$ cat src/hw/rtl/histogram_bin_statistics_core_assert.svh
// assertion macros for the histogram statistics core
`ifndef HISTOGRAM_BIN_STATISTICS_CORE_ASSERT_SVH
`define HISTOGRAM_BIN_STATISTICS_CORE_ASSERT_SVH

// antecedent holds, consequent in the same cycle
`define HBS_ASSERT_NOW(label, ante, cons) \
    label: assert property (@(posedge clk) disable iff (!rst_n) (ante) |-> (cons)) \
        else $error("assertion failed");

// antecedent holds, consequent in the next cycle
`define HBS_ASSERT_NEXT(label, ante, cons) \
    label: assert property (@(posedge clk) disable iff (!rst_n) (ante) |=> (cons)) \
        else $error("assertion failed");

`endif

$ cat src/hw/rtl/hbs_ram.sv
`timescale 1ns / 1ps

module hbs_ram #(
    parameter int WIDTH = 8,
    parameter int DEPTH = 16
) (
    input  logic                     clk,
    input  logic                     we,
    input  logic [$clog2(DEPTH)-1:0] waddr,
    input  logic [WIDTH-1:0]         wdata,
    input  logic [$clog2(DEPTH)-1:0] raddr,
    output logic [WIDTH-1:0]         rdata
);

    logic [WIDTH-1:0] mem [DEPTH];

    always_ff @(posedge clk)
    begin
        if (we)
        begin
            mem[waddr] <= wdata;
        end
        rdata <= mem[raddr];
    end

endmodule

$ cat config.mk
export PLATFORM = sky130hd
export DESIGN_NAME = hbs_ram
export DESIGN_NICKNAME = d
export VERILOG_FILES = /design/src/hw/rtl/histogram_bin_statistics_core_assert.svh /design/src/hw/rtl/hbs_ram.sv
export SDC_FILE = /design/constraint.sdc
export NUM_CORES = 1
export LEC_CHECK = 0
export ABC_AREA = 1
export BUFFER_PORTS_ARGS = -buffer_cell sky130_fd_sc_hd__clkbuf_2
export CAP_MARGIN = 0
export CORE_AREA = 3 3 104 130
export CTS_BUF_LIST = sky130_fd_sc_hd__clkbuf_8
export DETAILED_ROUTE_END_ITERATION = 12
export DIE_AREA = 0 0 107 133
export GPL_TIMING_DRIVEN = 0
export PLACE_DENSITY = 0.64
export SYNTH_ARGS = -nofsm -noshare
export SYNTH_HDL_FRONTEND = slang
export SYNTH_SLANG_ARGS = --single-unit
$ cat constraint.sdc
create_clock -name clk -period 1.4 [get_ports clk]
set_clock_uncertainty 0.05 [all_clocks]
set_input_delay 0.14 -clock clk [delete_from_list [all_inputs] [get_ports clk]]
set_output_delay 0.14 -clock clk [all_outputs]
set_load 0.005 [all_outputs]
After elaboration in Yosys (flattened, before gate mapping)
Memories as Yosys holds them, arrays and structs flattened. A register that Yosys moved wholly into a read port is not among the register bits. Index checks and enable logic that the tools add are counted.

Register bits after elaboration: 0. Memory bits (writable): 128. Input port bits: 18. Output and inout bits: 8. Logic and storage cells: 3. Memories: 1.

Memory list: mem (depth 16, width 8, rd ports 1, clocked after memory_dff 1, write ports 1, line hbs_ram.sv:15) `logic [WIDTH-1:0] mem [DEPTH];`.

Mux-type cells: 2.

Operators with widths (count): 2-to-1 mux 1 bit (2).

Logic depth before layout (Yosys ltp)
Depth after elaboration: 2. Gate-level depth with buffers: 8. Depth with buffers taken out: 7.

Worst setup path after synthesis
No wires, ideal clock.

Path kind: input-to-reg. From: in waddr[2]. To: mem mem[10][0], enable pin. Setup time: 0.370 ns. Arrival time: 0.721 ns. Required time: 0.980 ns. Slack: 0.259 ns. Stages on the path: 2. Buffers on the path: 0. Cell sequence: nand3b_1 > nor2_1.

RTL lines: from (decl) (line hbs_ram.sv:9) `input logic [$clog2(DEPTH)-1:0] waddr,`; to (decl) (line hbs_ram.sv:15).

No word-level cell before the write port.

Worst setup path in the final report
From: in waddr[3]. To: mem mem[4][0], enable pin.

No word-level cell before the write port.

==> impl_results.rst <==
.. list-table::
   :header-rows: 1

   * - Metric
     - Value
   * - Number of global-route vias before repair
     - between 3,000 and 4,000
   * - Number of inserted diodes
     - 0
   * - Number of maximum-capacitance constraint violations
     - 0
   * - Critical path cell sequence
     - clkbuf_2 > nand3b_1 > nor2_1
   * - Time the worst path needs with I/O delays and setup
     - approximately 1200 ps
   * - Hold depth
     - 4
   * - Initial antenna violation count
     - 0
   * - Hold Startpoint
     - raddr[2]
   * - Outcome
     - finished clean
   * - Die outline height
     - between 100 and 150 um
   * - Worst-skew pair later-pin latency
     - 450 ps
   * - Delay contributed by the slowest stage of the critical path
     - approximately 700 ps
   * - Weighted congestion at the end of routability-driven global placement
     - ~0.86
   * - Terminating pin of the worst hold path
     - rdata[6]$_DFF_P_
   * - Most used cells in the layout excluding fill and tap cells
     - nand2_1 (173), edfxtp_1 (128), inv_1 (107), nand3_1 (97), clkbuf_2 (22)
   * - Maximum net fanout on the critical path
     - 8
   * - Worst-path clk slew
     - around 70 ps
   * - Number of pins exceeding their max-slew limit in the final report
     - 0
   * - Filler-free cell count of the finished design
     - roughly 770
   * - Number of placed I/O pins
     - 26
   * - Final number of setup-violating endpoints
     - 0
   * - Total number of yosys warnings
     - 0
   * - Worst Setup Start Kind
     - primary input
   * - Layout net count
     - 610
   * - Worst setup EP type
     - flop
   * - Register-to-Register Path Depth
     - 6
   * - Number of buffers created by CTS
     - 17
   * - Total Routed Length
     - approximately 14,000 um
   * - Layout-stage area growth over the synthesis result
     - 11.3%
   * - Synthesized area per cell
     - about 10 sq um
   * - Global-route usage over all layers
     - a little over a fifth
   * - Slew of the pin with the lowest slew margin
     - around 860 ps
   * - Worst min path class
     - in2reg
   * - Vias per Instance
     - 5.16
   * - Most area-consuming cells after synthesis
     - edfxtp_1 (67%), nand2_1 (11%), nand3_1 (8.4%), inv_1 (6.5%), dfxtp_1 (2.8%)
   * - Flop and latch count out of synthesis
     - between 100 and 150
   * - Crit Path Category
     - in2reg
   * - Number of nets with antenna violations after routing
     - 0
   * - Nets in the synthesized netlist
     - 569
   * - # Post-CTS Setup Buffers
     - 0
   * - DRC errors left
     - 0
   * - Pre-Repair DR Iteration Count
     - 5
   * - Starting utilization of the core area
     - between 40% and 50%
   * - Total vias in the final route
     - slightly below 4,000
   * - Die ar.
     - approximately 0.014 sq mm
   * - CTS tree
     - done
   * - Leading cell type in the layout, fill and taps excluded
     - nand2_1
   * - Sequential cell area fraction in the yosys report
     - 69.4%
   * - Cell Area, Synth
     - just under 0.006 sq mm
   * - Setup_tns
     - 0 ps
   * - Detailed-placement wirelength estimate
     - between 9000 and 10,000 um
   * - Share of the clock period used by the worst path after layout
     - 84.0%
   * - Buffer type at the clock tree root
     - clkbuf_8
   * - Standard-cell rows
     - 45
   * - Data required time of the critical path
     - ~1400 ps
   * - Pin count of the biggest net entering global routing
     - 17
   * - Power per standard cell area
     - between 1000 and 1500 mW/mm^2
   * - Number of buffers added to fix hold violations after cts
     - 0
   * - Register-to-register setup slack
     - 320 ps
   * - Slowest cell on the critical path
     - nor2_1
   * - RSZ-0062 raised after global routing
     - false
   * - Gate count after technology mapping
     - ~550
   * - Cell type with the largest total area after synthesis
     - edfxtp_1
   * - Core region area
     - 0.0123 sq mm
   * - Unique masters post-synth
     - 12
   * - Number of design-rule violations left by the first detailed-router iteration
     - ~380
   * - Fraction of layout cells with a size suffix above 1
     - approximately 12%
   * - Die X
     - 107 um
   * - DP Cell Count
     - roughly 740
   * - Worst IR drop on VDD
     - slightly below 0.6 mV
   * - Number of sinks on the clock net
     - between 100 and 150
   * - Global-route wire length before repair
     - about 22,000 um
   * - Fillers
     - between 1,000 and 1,500
   * - Share of the synthesized area in the top cell type
     - 66.7%
   * - Number of gates resized after CTS
     - 0
   * - Launch instance of the worst register-to-register path
     - mem[7][5]$_DFFE_PP_
   * - Wire length per cell after detailed routing
     - 18.4 um
   * - Worst-case clock buffer depth
     - 2
   * - Leakage power figure
     - ~0.0028 uW
   * - Port-buffer cells
     - 22
   * - Remaining global-route overflow
     - 0
   * - End of the worst register-to-register path
     - rdata[5]$_DFF_P_
   * - Count of endpoints failing hold in the final timing report
     - 0
   * - Slew HR
     - 42.5%
   * - Worst Path Arrival
     - roughly 1200 ps
   * - Count of H-tree levels built during CTS
     - 4
   * - Maximum achievable frequency
     - about 850 MHz
per-layer routing:
layer	global-route usage, %	wire length (um)
met5	0	0
met4	9.88	551
met3	5.37	989
met2	34.8	7000
met1	26.0	5610
worst max path at each step:
stage / slack [ps] / startpoint / endpoint
detailed placement: -240 / waddr[3] / mem[4][6]$_DFFE_PP_
global placement: -230 / waddr[3] / mem[5][5]$_DFFE_PP_
CTS: 240 / waddr[3] / mem[4][6]$_DFFE_PP_
finish: 220 / waddr[3] / mem[4][0]$_DFFE_PP_
floorplan: 260 / waddr[2] / mem[10][0]$_DFFE_PP_
global route: 170 / waddr[3] / mem[4][0]$_DFFE_PP_
report_power, final:
| part | internal [uW] | leakage, uW | switching [uW] | total [uW] |
|---|---|---|---|---|
| logic | 174 | 0.00139 | 420 | 594 |
| registers | 4550 | 0.00122 | 24.4 | 4570 |
| clock network | 1430 | 0.000198 | 1410 | 2840 |
area by class of cell:
cell class                      count  area [sq um]  area share [%]
Buffer                             24           166            2.59
Multi-Input combinational cell    289          1210            18.9
Inverter                          102           383            5.96
Clock inverter                     12          77.6            1.21
Timing Repair Buffer               22           110            1.71
Sequential cell                   136          4000            62.4
Tap cell                          164           205            3.20
Clock buffer                       19           262            4.07
stage by stage:
step | power [uW] | cell area (sq um) | utilization [%] | hold WS (ps) | setup slack [ps]
after floorplan | 4980 | 5770 | - | 189 | 259
after global placement | 5240 | 6080 | 49.3 | 463 | -234
after detailed placement | 5250 | 6080 | 49.3 | 462 | -243
after CTS | 8020 | 6420 | 52.1 | 85.0 | 236
after global routing | 8260 | 6420 | 52.1 | 129 | 170
final | 8000 | 6420 | 52.1 | 92.4 | 224
synthesized netlist by cell type:
cell / count
nand2_1: 173
edfxtp_1: 128
inv_1: 100
nand3_1: 97
nor2_1: 17
buf_2: 13
dfxtp_1: 8
buf_6: 6
buf_4: 4
inv_2: 2
nand3b_1: 2
buf_1: 1
kinds of logic (layout without fill, tap and decap cells):
| family | count (synthesis) | after routing | share of synthesized area, % |
|---|---|---|---|
| flops | 136 | 136 | 69.4 |
| simple gates | 289 | 289 | 21.0 |
| buf+inv | 126 | 179 | 9.52 |
sequential cells by signal, indices dropped and copies added (netlist names):
| name | count |
|---|---|
| rdata | 8 |
| mem | 128 |
critical path, delay by kind of cell:
kind	cells	cell delay [ps]
simple gates	2	950
buf+inv	1	100
Power figures use the tool's default switching activity.
