<file path="src/hw/rtl/histogram_bin_statistics_core_assert.svh">
// assertion macros for the histogram statistics core
`ifndef HISTOGRAM_BIN_STATISTICS_CORE_ASSERT_SVH
`define HISTOGRAM_BIN_STATISTICS_CORE_ASSERT_SVH

// antecedent holds, consequent in the same cycle
`define HBS_ASSERT_NOW(label, ante, cons) \
    label: assert property (@(posedge clk) disable iff (!rst_n) (ante) |-> (cons)) \
        else $error("assertion failed");

// antecedent holds, consequent in the next cycle
`define HBS_ASSERT_NEXT(label, ante, cons) \
    label: assert property (@(posedge clk) disable iff (!rst_n) (ante) |=> (cons)) \
        else $error("assertion failed");

`endif

</file>
<file path="src/hw/rtl/hbs_pkg.sv">
`timescale 1ns / 1ps

package hbs_pkg;

    localparam int COUNT_W          = 31;
    localparam int CFG_W            = 9;
    localparam int MODE_W           = 3;
    localparam int STAT_W           = 16;
    localparam int MAX_BINS_DEFAULT = 256;

    localparam logic [COUNT_W-1:0] COUNT_MAX  = '1;
    localparam logic [CFG_W-1:0]   BINS_RESET = 9'd256;

    localparam logic [MODE_W-1:0] MODE_CLEAR = 3'd0;
    localparam logic [MODE_W-1:0] MODE_WRITE = 3'd1;
    localparam logic [MODE_W-1:0] MODE_INC   = 3'd2;
    localparam logic [MODE_W-1:0] MODE_READ  = 3'd3;
    localparam logic [MODE_W-1:0] MODE_STATS = 3'd4;

    typedef struct packed {
        logic              done;
        logic [STAT_W-1:0] mean;
        logic [STAT_W-1:0] std;
    } stat_res_t;

endpackage

</file>
<file path="src/hw/rtl/hbs_stats_math.sv">
`timescale 1ns / 1ps

module hbs_stats_math #(
    parameter int MAX_BINS = hbs_pkg::MAX_BINS_DEFAULT
) (
    input  logic                                                clk,
    input  logic                                                rst_n,
    input  logic                                                start,
    input  logic [hbs_pkg::COUNT_W+$clog2(MAX_BINS)-1:0]        sum0,
    input  logic [hbs_pkg::COUNT_W+2*$clog2(MAX_BINS)-1:0]      sum1,
    input  logic [hbs_pkg::COUNT_W+3*$clog2(MAX_BINS)-1:0]      sum2,
    output hbs_pkg::stat_res_t                                  res
);

    localparam int IDXW = $clog2(MAX_BINS);
    localparam int CW   = hbs_pkg::COUNT_W;
    localparam int S0W  = CW + IDXW;
    localparam int S1W  = CW + 2 * IDXW;
    localparam int S2W  = CW + 3 * IDXW;
    localparam int PW   = S0W + S2W;
    localparam int NW   = PW + 16;
    localparam int DW   = 2 * S0W;
    localparam int CNTW = $clog2(NW + 1);

    typedef enum logic [2:0] {M_IDLE, M_MUL, M_DIV, M_SQRT} mstate_t;
    typedef enum logic [1:0] {MUL_VAR, MUL_SQ, MUL_DEN} mstep_t;

    mstate_t          state_reg;
    mstep_t           mstep_reg;
    logic [S1W-1:0]   ma_reg;
    logic [PW-1:0]    mb_reg;
    logic [PW-1:0]    acc_reg;
    logic [PW-1:0]    p_reg;
    logic [PW-1:0]    sq_reg;
    logic [DW-1:0]    den_reg;
    logic [NW-1:0]    dn_reg;
    logic [DW-1:0]    rr_reg;
    logic [32:0]      q_reg;
    logic             ovf_reg;
    logic [CNTW-1:0]  cnt_reg;
    logic             div_mean_reg;
    logic [31:0]      var_reg;
    logic [31:0]      sv_reg;
    logic [31:0]      root_reg;
    logic [31:0]      bit_reg;
    logic [15:0]      mean_reg;
    logic [15:0]      std_reg;
    logic             done_reg;

    logic [PW-1:0]    acc_add;
    logic [PW-1:0]    diff;
    logic [DW:0]      r_sh;
    logic             r_ge;
    logic [DW:0]      r_sub;
    logic [32:0]      tb;
    logic             sq_ge;
    logic             q_sat;

    assign acc_add = acc_reg + (ma_reg[0] ? mb_reg : '0);
    assign diff    = (p_reg >= sq_reg) ? (p_reg - sq_reg) : '0;
    assign r_sh    = {rr_reg, dn_reg[NW-1]};
    assign r_ge    = r_sh >= {1'b0, den_reg};
    assign r_sub   = r_sh - {1'b0, den_reg};
    assign tb      = {1'b0, root_reg} + {1'b0, bit_reg};
    assign sq_ge   = {1'b0, sv_reg} >= tb;
    assign q_sat   = ovf_reg | q_reg[32];

    assign res.done = done_reg;
    assign res.mean = mean_reg;
    assign res.std  = std_reg;

    always_ff @(posedge clk or negedge rst_n)
    begin
        if (!rst_n)
        begin
            state_reg <= M_IDLE;
            done_reg  <= 1'b0;
        end
        else
        begin
            done_reg <= 1'b0;
            case (state_reg)
                M_IDLE:
                begin
                    if (start)
                    begin
                        if (sum0 == '0)
                        begin
                            mean_reg <= '0;
                            std_reg  <= '0;
                            done_reg <= 1'b1;
                        end
                        else
                        begin
                            ma_reg    <= S1W'(sum0);
                            mb_reg    <= PW'(sum2);
                            acc_reg   <= '0;
                            mstep_reg <= MUL_VAR;
                            state_reg <= M_MUL;
                        end
                    end
                end
                M_MUL:
                begin
                    if (ma_reg == '0)
                    begin
                        acc_reg <= '0;
                        case (mstep_reg)
                            MUL_VAR:
                            begin
                                p_reg     <= acc_reg;
                                ma_reg    <= sum1;
                                mb_reg    <= PW'(sum1);
                                mstep_reg <= MUL_SQ;
                            end
                            MUL_SQ:
                            begin
                                sq_reg    <= acc_reg;
                                ma_reg    <= S1W'(sum0);
                                mb_reg    <= PW'(sum0);
                                mstep_reg <= MUL_DEN;
                            end
                            default:
                            begin
                                den_reg      <= acc_reg[DW-1:0];
                                dn_reg       <= {diff, 16'b0};
                                rr_reg       <= '0;
                                q_reg        <= '0;
                                ovf_reg      <= 1'b0;
                                cnt_reg      <= '0;
                                div_mean_reg <= 1'b0;
                                state_reg    <= M_DIV;
                            end
                        endcase
                    end
                    else
                    begin
                        acc_reg <= acc_add;
                        ma_reg  <= ma_reg >> 1;
                        mb_reg  <= mb_reg << 1;
                    end
                end
                M_DIV:
                begin
                    if (cnt_reg == CNTW'(NW))
                    begin
                        if (!div_mean_reg)
                        begin
                            var_reg      <= q_sat ? 32'hFFFF_FFFF : q_reg[31:0];
                            dn_reg       <= NW'(sum1) << 8;
                            den_reg      <= DW'(sum0);
                            rr_reg       <= '0;
                            q_reg        <= '0;
                            ovf_reg      <= 1'b0;
                            cnt_reg      <= '0;
                            div_mean_reg <= 1'b1;
                        end
                        else
                        begin
                            mean_reg  <= (q_sat || (q_reg[31:16] != '0)) ? 16'hFFFF
                                                                         : q_reg[15:0];
                            sv_reg    <= var_reg;
                            root_reg  <= '0;
                            bit_reg   <= 32'h4000_0000;
                            state_reg <= M_SQRT;
                        end
                    end
                    else
                    begin
                        rr_reg  <= r_ge ? r_sub[DW-1:0] : r_sh[DW-1:0];
                        dn_reg  <= dn_reg << 1;
                        q_reg   <= {q_reg[31:0], r_ge};
                        ovf_reg <= ovf_reg | q_reg[32];
                        cnt_reg <= cnt_reg + 1'b1;
                    end
                end
                M_SQRT:
                begin
                    if (bit_reg == '0)
                    begin
                        std_reg   <= root_reg[15:0];
                        done_reg  <= 1'b1;
                        state_reg <= M_IDLE;
                    end
                    else
                    begin
                        if (sq_ge)
                        begin
                            sv_reg   <= sv_reg - tb[31:0];
                            root_reg <= (root_reg >> 1) + bit_reg;
                        end
                        else
                        begin
                            root_reg <= root_reg >> 1;
                        end
                        bit_reg <= bit_reg >> 2;
                    end
                end
                default:
                begin
                    state_reg <= M_IDLE;
                end
            endcase
        end
    end

endmodule

</file>
<file path="config.mk">
export PLATFORM = sky130hd
export DESIGN_NAME = hbs_stats_math
export DESIGN_NICKNAME = d
export VERILOG_FILES = /design/src/hw/rtl/histogram_bin_statistics_core_assert.svh /design/src/hw/rtl/hbs_pkg.sv /design/src/hw/rtl/hbs_stats_math.sv
export SDC_FILE = /design/constraint.sdc
export NUM_CORES = 2
export LEC_CHECK = 0
export BUFFER_PORTS_ARGS = -buffer_cell sky130_fd_sc_hd__buf_2
export CORE_MARGIN = 3
export CORE_UTILIZATION = 55
export CTS_BUF_LIST = sky130_fd_sc_hd__clkbuf_8
export CTS_CLUSTER_DIAMETER = 200
export DETAILED_ROUTE_END_ITERATION = 8
export PLACE_DENSITY = 0.84
export SYNTH_ARGS = -nofsm -noshare
export SYNTH_HDL_FRONTEND = slang
export SYNTH_SLANG_ARGS = --single-unit
</file>
<file path="constraint.sdc">
create_clock -name clk -period 8.89 [get_ports clk]
set_clock_uncertainty 0.15 [all_clocks]
set_input_delay 2.667 -clock clk [delete_from_list [all_inputs] [get_ports clk]]
set_output_delay 2.667 -clock clk [all_outputs]
set_load 0.005 [all_outputs]
</file>
# Word-level counts from Yosys, hierarchy flattened
# Cells that the tools add are included.
# totals
regBits	897
elab_cells	167
# op_classes
n_addsub	7
magnitude_cmp	3
n_eq_ne	19
muxes	88
bitwise	2
n_reduce_logical	27
# ops
operator	n
94-bit two-way mux	8
78-bit two-way mux	9
94-bit one-hot mux with 2 select lines	3
110-bit two-way mux	4
32-bit two-way mux	11
78-bit one-hot mux with 2 select lines	2
110-bit one-hot mux with 2 select lines	1
32-bit one-hot mux with 2 select lines	3
47-bit one-hot mux with 2 select lines	2
47-bit two-way mux	3
33-bit two-way mux	4
16-bit two-way mux	6
94-bit adder	1
94-bit >= comparator	1
94-bit subtractor	1
79-bit by 78-bit >= comparator with 1-bit output	1
78-bit subtractor	1
33-bit one-hot mux with 2 select lines	1
16-bit one-hot mux with 2 select lines	2
47-bit zero test	1
39-bit zero test	1
32-bit by 32-bit adder with 33-bit output	1
32-bit by 33-bit >= comparator with 1-bit output	1
31-bit by 32-bit adder with 32-bit output	1
other kinds (31)	77

# Depth between registers and ports, before layout
# logic_depth
word_depth	6
ltp_mapped	25
depth_no_buf	24

# Worst setup path after synthesis
# Ideal clock, no wire load.
# synth_path
kind	input-to-reg
from	in rst_n
to	reg p_reg[0], enable pin
setup_time_ns	0.662
arrival_ns	9.129
required_time_ns	8.078
setup_slack_ns	-1.051
path_stages	2
n_path_buf	0
path_cell_list	nand3_1 -> nor3_1
# synth_via
elab_chain_cells	1
# synth_lines
element	line	text
start, declared	hbs_stats_math.sv:7	input logic rst_n,
4-bit AND reduction (no line)	-	
end signal, assigned	hbs_stats_math.sv:111	p_reg <= acc_reg;
end, declared	hbs_stats_math.sv:33	logic [PW-1:0] p_reg;
# No other way between the ends.
# A chain may end at the register's enable or synchronous reset.

# Worst setup path after layout
# layout_path
from	reg root_reg[2]
to	reg sv_reg[30], enable pin
# layout_via
elab_chain_cells	4
# layout_lines
element	line	text
start, declared	hbs_stats_math.sv:44	logic [31:0] root_reg;
start signal, assigned	hbs_stats_math.sv:190	root_reg <= (root_reg >> 1) + bit_reg;
start signal, assigned	hbs_stats_math.sv:194	root_reg <= root_reg >> 1;
32-bit by 32-bit adder with 33-bit output	hbs_stats_math.sv:64	assign tb = {1'b0, root_reg} + {1'b0, bit_reg};
32-bit by 33-bit >= comparator with 1-bit output	hbs_stats_math.sv:65	assign sq_ge = {1'b0, sv_reg} >= tb;
2-bit != test (no line)	-	
6-bit AND reduction (no line)	-	
end signal, assigned	hbs_stats_math.sv:162	sv_reg <= var_reg;
end signal, assigned	hbs_stats_math.sv:189	sv_reg <= sv_reg - tb[31:0];
end, declared	hbs_stats_math.sv:43	logic [31:0] sv_reg;
# No other way between the ends.

==> summary.md <==
| Metric | Value |
|---|---|
| Area growth, synth to finish | 8.655% |
| Status | finished, final reports clean |
| Commonest non-fill, non-tap cell in the layout | edfxtp_1 |
| Ports | 177 |
| Mean area per synthesized cell | 10.13 sq um |
| Most frequent cells in the layout | edfxtp_1, a21oi_1, nor2_1 |
| Setup WS pre-CTS | 2.226 ns |
| Relative slew margins | 20.47% |
| Clock tree buffer depth | 3 |
| Fin util | 60.68% |
| WL met3 | 16790 microns |
| Filler cell count | 8108 |
| WL met1 | 65620 microns |
| Row count | 115 |
| Least-Margin Pin Slew | 1.182 ns |
| CTS sink count | 872 |
| Worst-Skew Late Latency | 0.86 ns |
| Worst hold path class | flop to flop |
| # setup viols final | 0 |
| Worst setup path start | root_reg[2] |
| H-tree Lvls | 4 |
| Chip height | 323.0 microns |
| Prevailing post-synth register cell | edfxtp_1 |
| Yosys warns | 0 |
| WHS Path Cells | 0 |
| Reg clk slew, reported paths | 0.07 ns |
| Core Area | 98990 sq um |
| Setup tns final | 0 ns |
| Post-CTS Setup Repair Bufs | 0 |
| Drt pass-1 iters | 6 |
| EDFF count, synth | 869 |
| Die area | 104400 sq um |
| Vias | 43870 |
| DIE WIDTH | 323.0 microns |
| Clk Tree Root Cell | clkbuf_8 |
| Yosys reg bits | 872 |
| Final ANT Viol Nets | 0 |
| Crit path capture type | flop |
| Syn Inst Count | 5458 |
| Hold Violations, Final | 0 |
| PortBufs | 176 |
| Maximum vdd drop | 0.2350 mV |
| Leakage | 23.68 nW |
| CP startpoint kind | flop |
| Vias in the first global route | 41540 |
| Post-synthesis cell type count | 91 |
| Post-route minimum period | 6.104 ns |
| Asr flop ratio synth | 0.3440% |
| Pwr per Cell Area | 306.3 nW/um^2 |
| Total Routing Usage GR | 29.47% |
| Fin nets | 6041 |
| Layout cells sized above 1 | 10.90% |
| DR vias/cell | 6.294 |
| Fin. max-slew vios | 0 |
| Kind of critical path | flop to flop |
| F_max | 0.1638 GHz |
| RR Startpoint | root_reg[2] |
| Final worst path period share | 68.66% |
| Sequential element share of the synthesized area | 47.34% |
| Multi-input gate area | 27090 sq um |
| DR WL/cell | 22.51 microns |
| Hold Path Origin | acc_reg[79] |
| Total gr overflow | 0 |
| Initial antenna violation count | 13 |
| Hold_buf cts | 0 |
| Largest net degree at the start of global routing | 112 |
| Reg area | 26170 sq um |
| Worst-path fanout max | 50 |
| R2R depth | 23 |
| First-pass GRT wire length | 238300 microns |
| TritonCTS clock tree | built |
| Starting Density | 55.85% |
| RD Place Congestion | 0.9612 |
| Max Used Layer | met5 |
| Post-Syn Area | 55280 sq um |
| Worst Path Required | 9.21 ns |
| Worst Path Arrival | 6.43 ns |
| # resized after CTS | 0 |
| DRC Markers | 0 |
| Worst reg-to-reg setup slack | 2.79 ns |
| Worst setup margin | 2.786 ns |
| Hpwl dp | 114900 microns |
| Unrepaired setup endpoints after global routing | false |
| Total wire length | 156900 microns |
| Max reg flops | 102 |
| Max-cap violations | 0 |
| Syn nets | 5943 |
| Initial DRC Count | 4790 |
| Inserted Clock Buffers | 152 |
| WL met2 | 69150 microns |
## power breakdown
part           internal, mW  leakage (nW)  switching, mW
clock network          1.91          1.61           1.76
logic                  3.05          14.0           4.99
registers              6.00          8.11          0.701
total                  11.0          23.7           7.45
## stage by stage
stage	hold slack [ns]	power, mW	cells	instance area, sq um
after global placement	0.3344	14.44	6689	57130
final	0.3531	18.40	6970	60070
after floorplan	0.3021	12.49	5458	55290
after global routing	0.3871	19.45	6961	60050
after detailed placement	0.3509	14.64	6689	57130
after CTS	0.3649	18.32	6959	60040
## cell usage after synthesis (all sizes together), types with 41 or more instances
cell type | instances | area share [%]
buf | 46 | 0.48
nor2b | 90 | 1.0
xnor2 | 193 | 3.1
o21a | 43 | 0.58
clkbuf | 222 | 1.5
ha | 337 | 7.6
nand2 | 440 | 3.0
a31oi | 60 | 0.73
nand4 | 116 | 1.3
nor2 | 468 | 3.2
edfxtp | 869 | 47
a21oi | 472 | 4.3
a21o | 167 | 2.3
mux2 | 140 | 2.9
nor4 | 41 | 0.46
inv | 288 | 2.0
o21ai | 368 | 3.4
or3 | 52 | 0.59
nor3 | 67 | 0.61
xor2 | 141 | 2.2
nand3 | 78 | 0.71
o21bai | 78 | 1.1
and2 | 207 | 2.3
a211oi | 53 | 0.78
mux2i | 107 | 1.9
## per-layer routing
| layer | vias up | GRT usage, % |
|---|---|---|
| met2 | 2212 | 44.55 |
| met3 | 358 | 7.070 |
| li1 | 20220 | - |
| met1 | 21080 | 41.49 |
| met5 | - | 0 |
| met4 | 2 | 10.69 |
## cell families after synthesis
group / share of synthesized area, %
muxes: 4.789
AOI/OAI and AO/OA: 16.54
buffers and inverters: 3.954
and+or+nand+nor: 14.31
xor gates and xnor gates: 5.291
DFF: 47.34
adders and majority gates: 7.772
## worst max-delay path: stages, from the launching register on
cell      delay, ns
edfxtp_1       0.44
ha_1           0.36
a31oi_1        0.24
o21bai_1       0.15
a31oi_1        0.32
o21ai_0        0.21
a31oi_1        0.33
nor2_1         0.09
nor2_1         0.15
o21bai_1       0.11
xnor2_1        0.15
ha_1           0.37
nor2_1         0.09
nor2b_1        0.13
o211ai_1       0.09
o21ai_0        0.25
nor3_1         0.11
a211oi_1       0.39
o21ai_0        0.19
a21oi_1        0.24
o31a_1         0.17
buf_4          0.39
o21a_1         0.17
buf_4          0.37
## worst paths after layout
kind / to
setup / recovery: sv_reg[30]
hold / removal: p_reg[79]
setup reg to reg: sv_reg[30]
hold reg to reg: p_reg[79]
max in group asynchronous: done_reg
min in group asynchronous: state_reg[1]
## layout make-up
class                   count  area share (%)
well taps                1287           2.681
multi-input cells        4029           45.10
clock inverters           117           1.341
diodes                     11         0.04582
flip-flops and latches    872           43.57
clock buffers             153           3.506
inverters                 289           1.806
repair buffers            212           1.958
Note: power is estimated with default switching activity, not from simulation.
